**config.mk**
```make
export PLATFORM = sky130hd
export DESIGN_NAME = tile_block_command_queue
export DESIGN_NICKNAME = d
export VERILOG_FILES = /design/src/rtl/tbcq_pkg.sv /design/src/rtl/tile_block_command_queue.sv /design/src/rtl/tbcq_front.sv /design/src/rtl/tbcq_fifo.sv /design/src/rtl/tbcq_back.sv
export SDC_FILE = /design/constraint.sdc
export NUM_CORES = 1
export LEC_CHECK = 0
export BUFFER_PORTS_ARGS = -buffer_cell sky130_fd_sc_hd__clkbuf_2
export CORE_MARGIN = 8
export CORE_UTILIZATION = 35
export CTS_BUF_LIST = sky130_fd_sc_hd__clkbuf_4
export CTS_CLUSTER_SIZE = 10
export DETAILED_ROUTE_END_ITERATION = 8
export PLACE_DENSITY = 0.57
export SLEW_MARGIN = 10
export SYNTH_ARGS = -nofsm -noshare
export SYNTH_HDL_FRONTEND = slang
export SYNTH_HIERARCHICAL = 1
export SYNTH_SLANG_ARGS = --single-unit
```
**constraint.sdc**
```tcl
create_clock -name clk -period 5.2 [get_ports clk]
set_input_delay 0.78 -clock clk [delete_from_list [all_inputs] [get_ports clk]]
set_output_delay 0.78 -clock clk [all_outputs]
set_load 0.1 [all_outputs]
```
**src/rtl/tbcq_pkg.sv**
```systemverilog
// Shared types and constants for the tile block command queue.
// Used by every module in rtl/; depends on nothing else.
`timescale 1ns / 1ps
`default_nettype none

package tbcq_pkg;

    // Queue sizing: the default depth and the largest depth supported
    localparam int QUEUE_DEPTH_DEF = 16;
    localparam int QUEUE_DEPTH_MAX = 16;
    localparam int CNT_W           = $clog2(QUEUE_DEPTH_MAX + 1);

    // Depth of the job queue between front and back
    localparam int JOBQ_DEPTH = 2;

    // Attribute bits of a tile word
    localparam int HFLIP_BIT = 11;
    localparam int VFLIP_BIT = 12;

    // Stored command operation
    localparam logic OP_DRAW  = 1'b0;
    localparam logic OP_CLEAR = 1'b1;

    // Result kinds
    localparam logic KIND_WRITE = 1'b0;
    localparam logic KIND_DROP  = 1'b1;

    typedef enum logic [1:0] {
        ACT_DRAW    = 2'd0,
        ACT_CLEAR   = 2'd1,
        ACT_FLUSH   = 2'd2,
        ACT_DISCARD = 2'd3
    } action_e;

    typedef enum logic [1:0] {
        JOB_EXPAND = 2'd0,
        JOB_DROP   = 2'd1,
        JOB_FLUSH  = 2'd2
    } job_kind_e;

    typedef enum logic [2:0] {
        BK_IDLE,
        BK_READ,
        BK_LOAD,
        BK_EXPAND,
        BK_DROP
    } back_state_e;

    // One 2x2 block command as held in the store
    typedef struct packed {
        logic        op;
        logic [1:0]  plane;
        logic [7:0]  x;
        logic [7:0]  y;
        logic [15:0] word;
    } entry_t;

    // Work handed from front to back
    typedef struct packed {
        job_kind_e          kind;
        entry_t             entry;
        logic [CNT_W-1:0]   count;
    } job_t;

    // Store write request from front to back
    typedef struct packed {
        logic               en;
        logic [CNT_W-1:0]   addr;
        entry_t             entry;
    } store_wr_t;

    // One result item
    typedef struct packed {
        logic        kind;
        logic [1:0]  plane;
        logic [7:0]  x;
        logic [7:0]  y;
        logic [15:0] word;
        logic        last;
    } result_t;

endpackage

`default_nettype wire

```
**src/rtl/tile_block_command_queue.sv**
```systemverilog
// Top level of the tile block command queue: front end, job queue, back end.
// Depends on tbcq_pkg, tbcq_front, tbcq_fifo and tbcq_back.
//
// Usage:
//   Input channel (in_valid / in_stall) carries commands: draw 2x2, clear 2x2,
//   vblank flush and discard. Output channel (out_valid / out_stall) carries
//   tilemap writes and queue-full drop reports; last marks the final result
//   of one command. cfg_wr_en / cfg_wr_data write queue_enable.
//   Timing: a command accepted with queueing off goes through the job queue,
//   cur_reg and the output register, then gives one write per cycle while the
//   output is not stalled (four in all). A stored command yields nothing and
//   the next item may follow in the next cycle. A flush fetches each stored
//   entry from the store's single read port in the BK_READ and BK_LOAD states
//   and then issues its four writes; input is stalled from the flush until
//   its last write sits in the output register.
//   The two-entry job queue lets commands enter while the back end works.
//   Reset clears queue_enable, the stored count and all handshake state.
//   A stalled output holds its item; the back end then stops and the input
//   stalls once the job queue is full.
`timescale 1ns / 1ps
`default_nettype none

module tile_block_command_queue
    import tbcq_pkg::*;
#(
    parameter int QUEUE_DEPTH = QUEUE_DEPTH_DEF
)
(
    input  wire logic        clk,
    input  wire logic        rst_n,
    input  wire logic        cfg_wr_en,
    input  wire logic        cfg_wr_data,
    input  wire logic        in_valid,
    output logic             in_stall,
    input  wire logic [1:0]  action,
    input  wire logic [1:0]  plane_sel,
    input  wire logic [7:0]  cell_x,
    input  wire logic [7:0]  cell_y,
    input  wire logic [15:0] tile_word,
    output logic             out_valid,
    input  wire logic        out_stall,
    output logic             kind,
    output logic [1:0]       out_plane,
    output logic [7:0]       out_x,
    output logic [7:0]       out_y,
    output logic [15:0]      out_word,
    output logic             last
);

    logic      job_push;
    job_t      job;
    job_t      head;
    logic      jobq_full;
    logic      jobq_empty;
    logic      job_pop;
    store_wr_t store_wr;
    logic      flush_done;

    tbcq_front #(
        .QUEUE_DEPTH (QUEUE_DEPTH)
    ) u_front (
        .clk         (clk),
        .rst_n       (rst_n),
        .cfg_wr_en   (cfg_wr_en),
        .cfg_wr_data (cfg_wr_data),
        .in_valid    (in_valid),
        .in_stall    (in_stall),
        .action      (action),
        .plane_sel   (plane_sel),
        .cell_x      (cell_x),
        .cell_y      (cell_y),
        .tile_word   (tile_word),
        .jobq_full   (jobq_full),
        .job_push    (job_push),
        .job         (job),
        .store_wr    (store_wr),
        .flush_done  (flush_done)
    );

    tbcq_fifo u_jobq (
        .clk      (clk),
        .rst_n    (rst_n),
        .push     (job_push),
        .push_job (job),
        .pop      (job_pop),
        .head     (head),
        .full     (jobq_full),
        .empty    (jobq_empty)
    );

    tbcq_back #(
        .QUEUE_DEPTH (QUEUE_DEPTH)
    ) u_back (
        .clk        (clk),
        .rst_n      (rst_n),
        .store_wr   (store_wr),
        .head       (head),
        .jobq_empty (jobq_empty),
        .job_pop    (job_pop),
        .flush_done (flush_done),
        .out_valid  (out_valid),
        .out_stall  (out_stall),
        .kind       (kind),
        .out_plane  (out_plane),
        .out_x      (out_x),
        .out_y      (out_y),
        .out_word   (out_word),
        .last       (last)
    );

endmodule

`default_nettype wire

```
**src/rtl/tbcq_front.sv**
```systemverilog
// Front end: accepts items, classifies them, keeps the queue count and enable.
// Depends on tbcq_pkg; feeds tbcq_fifo with jobs and tbcq_back with store writes.
`timescale 1ns / 1ps
`default_nettype none

module tbcq_front
    import tbcq_pkg::*;
#(
    parameter int QUEUE_DEPTH = QUEUE_DEPTH_DEF
)
(
    input  wire logic        clk,
    input  wire logic        rst_n,
    input  wire logic        cfg_wr_en,
    input  wire logic        cfg_wr_data,
    input  wire logic        in_valid,
    output logic             in_stall,
    input  wire logic [1:0]  action,
    input  wire logic [1:0]  plane_sel,
    input  wire logic [7:0]  cell_x,
    input  wire logic [7:0]  cell_y,
    input  wire logic [15:0] tile_word,
    input  wire logic        jobq_full,
    output logic             job_push,
    output job_t             job,
    output store_wr_t        store_wr,
    input  wire logic        flush_done
);

    logic             queue_enable_reg;
    logic [CNT_W-1:0] entry_count_reg;
    logic [CNT_W-1:0] entry_count_next;
    logic             flush_busy_reg;
    logic             flush_busy_next;
    logic             accept;
    logic             queue_full;
    action_e          act;
    entry_t           cmd;

    // Hold off everything while the job queue is full or a flush replays the store
    assign in_stall   = jobq_full || flush_busy_reg;
    assign accept     = in_valid && !in_stall;
    assign act        = action_e'(action);
    assign queue_full = (entry_count_reg == CNT_W'(QUEUE_DEPTH));

    // Build the command; only a draw carries its tile word
    always_comb
    begin
        cmd.op    = action[0];
        cmd.plane = plane_sel;
        cmd.x     = cell_x;
        cmd.y     = cell_y;
        cmd.word  = (act == ACT_DRAW) ? tile_word : 16'd0;
    end

    // Classify the accepted item
    always_comb
    begin
        entry_count_next = entry_count_reg;
        flush_busy_next  = flush_busy_reg;
        job_push         = 1'b0;
        job.kind         = JOB_EXPAND;
        job.entry        = cmd;
        job.count        = entry_count_reg;
        store_wr.en      = 1'b0;
        store_wr.addr    = entry_count_reg;
        store_wr.entry   = cmd;

        if (flush_done)
        begin
            flush_busy_next = 1'b0;
        end

        if (accept)
        begin
            if (act inside {ACT_DRAW, ACT_CLEAR})
            begin
                if (!queue_enable_reg)
                begin
                    job_push = 1'b1;
                    job.kind = JOB_EXPAND;
                end
                else if (queue_full)
                begin
                    job_push = 1'b1;
                    job.kind = JOB_DROP;
                end
                else
                begin
                    store_wr.en      = 1'b1;
                    entry_count_next = entry_count_reg + 1'b1;
                end
            end
            else if (act == ACT_FLUSH)
            begin
                entry_count_next = '0;
                if (entry_count_reg != '0)
                begin
                    job_push        = 1'b1;
                    job.kind        = JOB_FLUSH;
                    flush_busy_next = 1'b1;
                end
            end
            else
            begin
                entry_count_next = '0;
            end
        end
    end

    // Advance control state
    always_ff @(posedge clk or negedge rst_n)
    begin
        if (!rst_n)
        begin
            queue_enable_reg <= 1'b0;
            entry_count_reg  <= '0;
            flush_busy_reg   <= 1'b0;
        end
        else
        begin
            if (cfg_wr_en)
            begin
                queue_enable_reg <= cfg_wr_data;
            end
            entry_count_reg <= entry_count_next;
            flush_busy_reg  <= flush_busy_next;
        end
    end

    // The count never passes the configured depth
    assert property (@(posedge clk) disable iff (!rst_n)
        entry_count_reg <= CNT_W'(QUEUE_DEPTH))
        else $error("entry count above queue depth");

    // The store is never written while a flush is replaying it
    assert property (@(posedge clk) disable iff (!rst_n)
        store_wr.en |-> !flush_busy_reg)
        else $error("store write during flush");

    // A job is only pushed when the job queue has room
    assert property (@(posedge clk) disable iff (!rst_n)
        job_push |-> !jobq_full)
        else $error("job push into full queue");

endmodule

`default_nettype wire

```
**src/rtl/tbcq_fifo.sv**
```systemverilog
// Short job queue that decouples the front end from the back end.
// Depends on tbcq_pkg for the job type and depth.
`timescale 1ns / 1ps
`default_nettype none

module tbcq_fifo
    import tbcq_pkg::*;
(
    input  wire logic clk,
    input  wire logic rst_n,
    input  wire logic push,
    input  wire job_t push_job,
    input  wire logic pop,
    output job_t      head,
    output logic      full,
    output logic      empty
);

    localparam int PTR_W = (JOBQ_DEPTH > 1) ? $clog2(JOBQ_DEPTH) : 1;
    localparam int FILL_W = $clog2(JOBQ_DEPTH + 1);

    job_t              slot_reg [JOBQ_DEPTH];
    logic [PTR_W-1:0]  wr_ptr_reg;
    logic [PTR_W-1:0]  rd_ptr_reg;
    logic [FILL_W-1:0] fill_reg;

    assign full  = (fill_reg == FILL_W'(JOBQ_DEPTH));
    assign empty = (fill_reg == '0);
    assign head  = slot_reg[rd_ptr_reg];

    function automatic logic [PTR_W-1:0] ptr_inc(input logic [PTR_W-1:0] p);
        ptr_inc = (p == PTR_W'(JOBQ_DEPTH - 1)) ? '0 : p + 1'b1;
    endfunction

    // Store the pushed job
    always_ff @(posedge clk)
    begin
        if (push)
        begin
            slot_reg[wr_ptr_reg] <= push_job;
        end
    end

    // Advance pointers and fill level
    always_ff @(posedge clk or negedge rst_n)
    begin
        if (!rst_n)
        begin
            wr_ptr_reg <= '0;
            rd_ptr_reg <= '0;
            fill_reg   <= '0;
        end
        else
        begin
            if (push)
            begin
                wr_ptr_reg <= ptr_inc(wr_ptr_reg);
            end
            if (pop)
            begin
                rd_ptr_reg <= ptr_inc(rd_ptr_reg);
            end
            if (push && !pop)
            begin
                fill_reg <= fill_reg + 1'b1;
            end
            else if (pop && !push)
            begin
                fill_reg <= fill_reg - 1'b1;
            end
        end
    end

    assert property (@(posedge clk) disable iff (!rst_n)
        pop |-> !empty)
        else $error("pop from empty job queue");

    assert property (@(posedge clk) disable iff (!rst_n)
        fill_reg <= FILL_W'(JOBQ_DEPTH))
        else $error("job queue overfilled");

    assert property (@(posedge clk) disable iff (!rst_n)
        (push && !pop) |=> !empty)
        else $error("job queue lost a push");

endmodule

`default_nettype wire

```
**src/rtl/tbcq_back.sv**
```systemverilog
// Back end: holds the command store, expands jobs into tilemap writes,
// replays the store on flush and drives the output register. Depends on tbcq_pkg.
`timescale 1ns / 1ps
`default_nettype none

module tbcq_back
    import tbcq_pkg::*;
#(
    parameter int QUEUE_DEPTH = QUEUE_DEPTH_DEF
)
(
    input  wire logic         clk,
    input  wire logic         rst_n,
    input  wire store_wr_t    store_wr,
    input  wire job_t         head,
    input  wire logic         jobq_empty,
    output logic              job_pop,
    output logic              flush_done,
    output logic              out_valid,
    input  wire logic         out_stall,
    output logic              kind,
    output logic [1:0]        out_plane,
    output logic [7:0]        out_x,
    output logic [7:0]        out_y,
    output logic [15:0]       out_word,
    output logic              last
);

    localparam int AW = (QUEUE_DEPTH > 1) ? $clog2(QUEUE_DEPTH) : 1;
    localparam logic [1:0] K_LAST = 2'd3;

    entry_t           store_mem [QUEUE_DEPTH];
    entry_t           rd_data_reg;

    back_state_e      state_reg;
    back_state_e      state_next;
    entry_t           cur_reg;
    entry_t           cur_next;
    logic [1:0]       k_reg;
    logic [1:0]       k_next;
    logic             flushing_reg;
    logic             flushing_next;
    logic [CNT_W-1:0] rd_idx_reg;
    logic [CNT_W-1:0] rd_idx_next;
    logic [CNT_W-1:0] total_reg;
    logic [CNT_W-1:0] total_next;
    logic             out_valid_reg;
    result_t          out_res_reg;
    logic             out_load;
    logic             emit;
    result_t          res;
    logic             hflip;
    logic             vflip;
    logic             more_entries;

    // Command store: written by the front end, read one entry per fetch
    always_ff @(posedge clk)
    begin
        if (store_wr.en)
        begin
            store_mem[store_wr.addr[AW-1:0]] <= store_wr.entry;
        end
        rd_data_reg <= store_mem[rd_idx_reg[AW-1:0]];
    end

    assign out_load     = !out_valid_reg || !out_stall;
    assign hflip        = (cur_reg.op == OP_DRAW) ? cur_reg.word[HFLIP_BIT] : 1'b0;
    assign vflip        = (cur_reg.op == OP_DRAW) ? cur_reg.word[VFLIP_BIT] : 1'b0;
    assign more_entries = flushing_reg && (CNT_W'(rd_idx_reg + 1'b1) != total_reg);

    // Sequence jobs and form results
    always_comb
    begin
        state_next    = state_reg;
        cur_next      = cur_reg;
        k_next        = k_reg;
        flushing_next = flushing_reg;
        rd_idx_next   = rd_idx_reg;
        total_next    = total_reg;
        job_pop       = 1'b0;
        flush_done    = 1'b0;
        emit          = 1'b0;

        res.kind  = KIND_WRITE;
        res.plane = cur_reg.plane;
        res.x     = cur_reg.x + {7'd0, k_reg[1] ^ hflip};
        res.y     = cur_reg.y + {7'd0, k_reg[0] ^ vflip};
        res.word  = (cur_reg.op == OP_DRAW) ? cur_reg.word + {14'd0, k_reg} : 16'd0;
        res.last  = (k_reg == K_LAST) && !more_entries;

        case (state_reg)
            BK_IDLE:
            begin
                if (!jobq_empty)
                begin
                    job_pop = 1'b1;
                    case (head.kind)
                        JOB_EXPAND:
                        begin
                            cur_next      = head.entry;
                            k_next        = '0;
                            flushing_next = 1'b0;
                            state_next    = BK_EXPAND;
                        end
                        JOB_DROP:
                        begin
                            cur_next   = head.entry;
                            state_next = BK_DROP;
                        end
                        JOB_FLUSH:
                        begin
                            rd_idx_next   = '0;
                            total_next    = head.count;
                            flushing_next = 1'b1;
                            state_next    = BK_READ;
                        end
                        default:
                        begin
                            state_next = BK_IDLE;
                        end
                    endcase
                end
            end
            BK_READ:
            begin
                state_next = BK_LOAD;
            end
            BK_LOAD:
            begin
                cur_next   = rd_data_reg;
                k_next     = '0;
                state_next = BK_EXPAND;
            end
            BK_EXPAND:
            begin
                if (out_load)
                begin
                    emit   = 1'b1;
                    k_next = k_reg + 1'b1;
                    if (k_reg == K_LAST)
                    begin
                        if (more_entries)
                        begin
                            rd_idx_next = rd_idx_reg + 1'b1;
                            state_next  = BK_READ;
                        end
                        else
                        begin
                            flush_done = flushing_reg;
                            state_next = BK_IDLE;
                        end
                    end
                end
            end
            BK_DROP:
            begin
                res.kind  = KIND_DROP;
                res.x     = cur_reg.x;
                res.y     = cur_reg.y;
                res.word  = cur_reg.word;
                res.last  = 1'b1;
                if (out_load)
                begin
                    emit       = 1'b1;
                    state_next = BK_IDLE;
                end
            end
            default:
            begin
                state_next = BK_IDLE;
            end
        endcase
    end

    // Advance control state
    always_ff @(posedge clk or negedge rst_n)
    begin
        if (!rst_n)
        begin
            state_reg     <= BK_IDLE;
            k_reg         <= '0;
            flushing_reg  <= 1'b0;
            rd_idx_reg    <= '0;
            total_reg     <= '0;
            out_valid_reg <= 1'b0;
        end
        else
        begin
            state_reg    <= state_next;
            k_reg        <= k_next;
            flushing_reg <= flushing_next;
            rd_idx_reg   <= rd_idx_next;
            total_reg    <= total_next;
            if (out_load)
            begin
                out_valid_reg <= emit;
            end
        end
    end

    // Hold the current command and the output payload
    always_ff @(posedge clk)
    begin
        cur_reg <= cur_next;
        if (out_load)
        begin
            out_res_reg <= res;
        end
    end

    assign out_valid = out_valid_reg;
    assign kind      = out_res_reg.kind;
    assign out_plane = out_res_reg.plane;
    assign out_x     = out_res_reg.x;
    assign out_y     = out_res_reg.y;
    assign out_word  = out_res_reg.word;
    assign last      = out_res_reg.last;

    // Jobs are taken only between jobs
    assert property (@(posedge clk) disable iff (!rst_n)
        job_pop |-> (state_reg == BK_IDLE))
        else $error("job popped while busy");

    // Flush completion only ends a replay
    assert property (@(posedge clk) disable iff (!rst_n)
        flush_done |-> flushing_reg)
        else $error("flush done outside a flush");

    // A replay never reads past the stored entries
    assert property (@(posedge clk) disable iff (!rst_n)
        ((state_reg == BK_EXPAND) && flushing_reg) |-> (rd_idx_reg < total_reg))
        else $error("replay index past stored count");

endmodule

`default_nettype wire

```
==> metrics.txt <==
outcome=finished, final reports clean; Site Rows=about 110; IO Count=80; Power Density=~500 nW/um^2; drt wl/cell=around 22 um; Die Y=311 um; die area=just under 100000 um^2; area added between synthesis and finish=12.7%; vias=14400; vias per cell=4.91; RSZ-0062 raised after global routing=no; CP Cell Sequence=inv_1, ha_1, nand4bb_1, and2_1, and3_1, or3b_2, nor2_4; crit path DAT=4290 ps; first element of the critical path=u_front/entry_count_reg[0]$_DFFE_PN0P_; max FFs per register=560; vias in the first global route=15000; setup TNS=0 ps; clk root buf=clkbuf_4; final std cells w/o fill=between 2000 and 3000; die width=311 um; Max Clk Rate=roughly 0.27 GHz; initial drt markers=about 1200; hold buffers post-CTS=5; core area=roughly 87000 um^2; First-pass DRT Iterations=5; Setup CP Type=flip-flop to flip-flop; static leakage=around 11 nW; first-pass GRT wire length=around 98000 um; slowest stage delay, CP=940 ps; gr usage total=0.135; PostCTS Resize Cnt=0; clock sinks=between 700 and 800; Reg clk slew, reported paths=approximately 70 ps; final wirelength=about 65000 um; largest net degree at the start of global routing=141; Post-Route Skew=~76 ps; Routability Congestion=around 0.76; CTS tree=done; # nets final=around 1700; Num CTS Buffers=190; Crit Reg-Reg Startpoint=u_front/entry_count_reg[0]$_DFFE_PN0P_; Mapped Nets=between 1000 and 1500; Slowest-stage cell, CP=nor2_4; Clock Tree Buf Depth=3; synth warn=6; post-synthesis cell count=1435; Initial Utilization=0.353; grt total ovfl=0; Hold WC Path Type=primary input to flip-flop; slew margin rel.=0.178; # DRC=0; Synth Cell Area=a little over 30000 um^2; final setup fails=0; VDD IR max=approximately 320 uV; initial antenna violation count=8; Fin. Hold Viols=0; period utilization=0.716; worst-path fanout max=35; CP Capture Type=flip-flop; detailed placer's ending HPWL=just over 40000 um; Mean Syn Cell Area=21.3 um^2; PortBufs=79; hold path startpoint=in_valid; share of layout cells above drive strength 1=0.391; Tightest Pin Transition=around 1200 ps; Max Slew Vio Count=0; Clk Latency, worst-skew pair=1020 ps; min Tclk post-route=around 3700 ps; H-tree depth=4; dpl cells=about 2600; Startpoint Class=flip-flop; post-route ant nets=0; Worst Path Required=between 5000 and 6000 ps; postcts setup bufs=0; MaxCap Viol Count=0
[power by group]
group / total [mW] / leakage [nW] / switching, mW / internal [mW]
sequential: 8.13 / 7.18 / 0.518 / 7.61
clock: 4.95 / 1.43 / 2.38 / 2.57
combinational: 4.18 / 2.64 / 2.63 / 1.54
[critical path: cells and delay by family (launching register included)]
family | cells | cell delay, ps
adder cells (fa/ha/maj) | 1 | 240
buffers and inverters | 1 | 130
flip-flops | 1 | 660
AND/OR/NAND/NOR | 5 | 2210
[layer usage]
| metal | part of all wire | up-vias | global-route usage |
|---|---|---|---|
| met2 | 0.44 | 469 | 0.191 |
| met1 | 0.46 | 7509 | 0.191 |
| met3 | 0.080 | 96 | 0.0468 |
| met5 | 0.00035 | - | 0 |
| li1 | - | 6288 | - |
| met4 | 0.017 | 4 | 0.0460 |
[cell usage in the layout, fill, tap and decap left out, types with 6 or more instances in the layout]
cell type   count
edfxtp_1      715
clkbuf_4      264
mux4_2        173
clkbuf_2       79
clkinv_1       49
mux2_2         45
mux2_4         39
nand2_1        35
dfxtp_1        35
nor2_1         30
dfrtp_1        24
nand3_1        22
xnor2_1        18
and2_1         18
xor2_1         18
buf_4          17
clkinv_2       14
nand4_1        12
nor2_4         12
ha_1           11
inv_1           9
a21oi_1         9
and3_1          7
buf_12          7
clkinvlp_4      6
[final timing paths]
check / end / slack, ps / cells after the start
max: u_back/store_mem[1][2]$_DFFE_PP_ / 1470 / 7
min in group asynchronous: u_front/entry_count_reg[2]$_DFFE_PN0P_ / 360 / 2
min reg2reg: u_back/out_plane[1]$_DFFE_PP_ / 390 / 0
max in group asynchronous: u_back/rd_idx_reg[0]$_DFFE_PN0P_ / 4270 / 2
min: u_front/entry_count_reg[4]$_DFFE_PN0P_ / 230 / 3
max reg2reg: u_back/store_mem[1][2]$_DFFE_PP_ / 1470 / 7
[cell type report]
cell class / instances / area (um^2)
clock buffer: 264 / 1980
sequential: 778 / 22900
antenna: 5 / 12.5
timing repair buffer: 108 / 713
inverter: 11 / 41.3
multi-input combinational: 529 / 6900
fill: 7806 / 52200
tap: 1155 / 1450
clock inverter: 78 / 453
[metrics by stage]
stage                     setup slack [ps]  hold WS [ps]  utilization  power, mW  cell area, um^2
after floorplan                        481           400            -       11.5            30500
after global placement                1570           419        0.368       12.5            31900
after detailed placement              1520           420        0.368       12.5            31900
after CTS                             1440          50.9        0.397       17.5            34400
after global routing                  1250           106        0.397       18.2            34400
final                                 1470           229        0.398       17.3            34400
(Power assumes the default switching activity.)
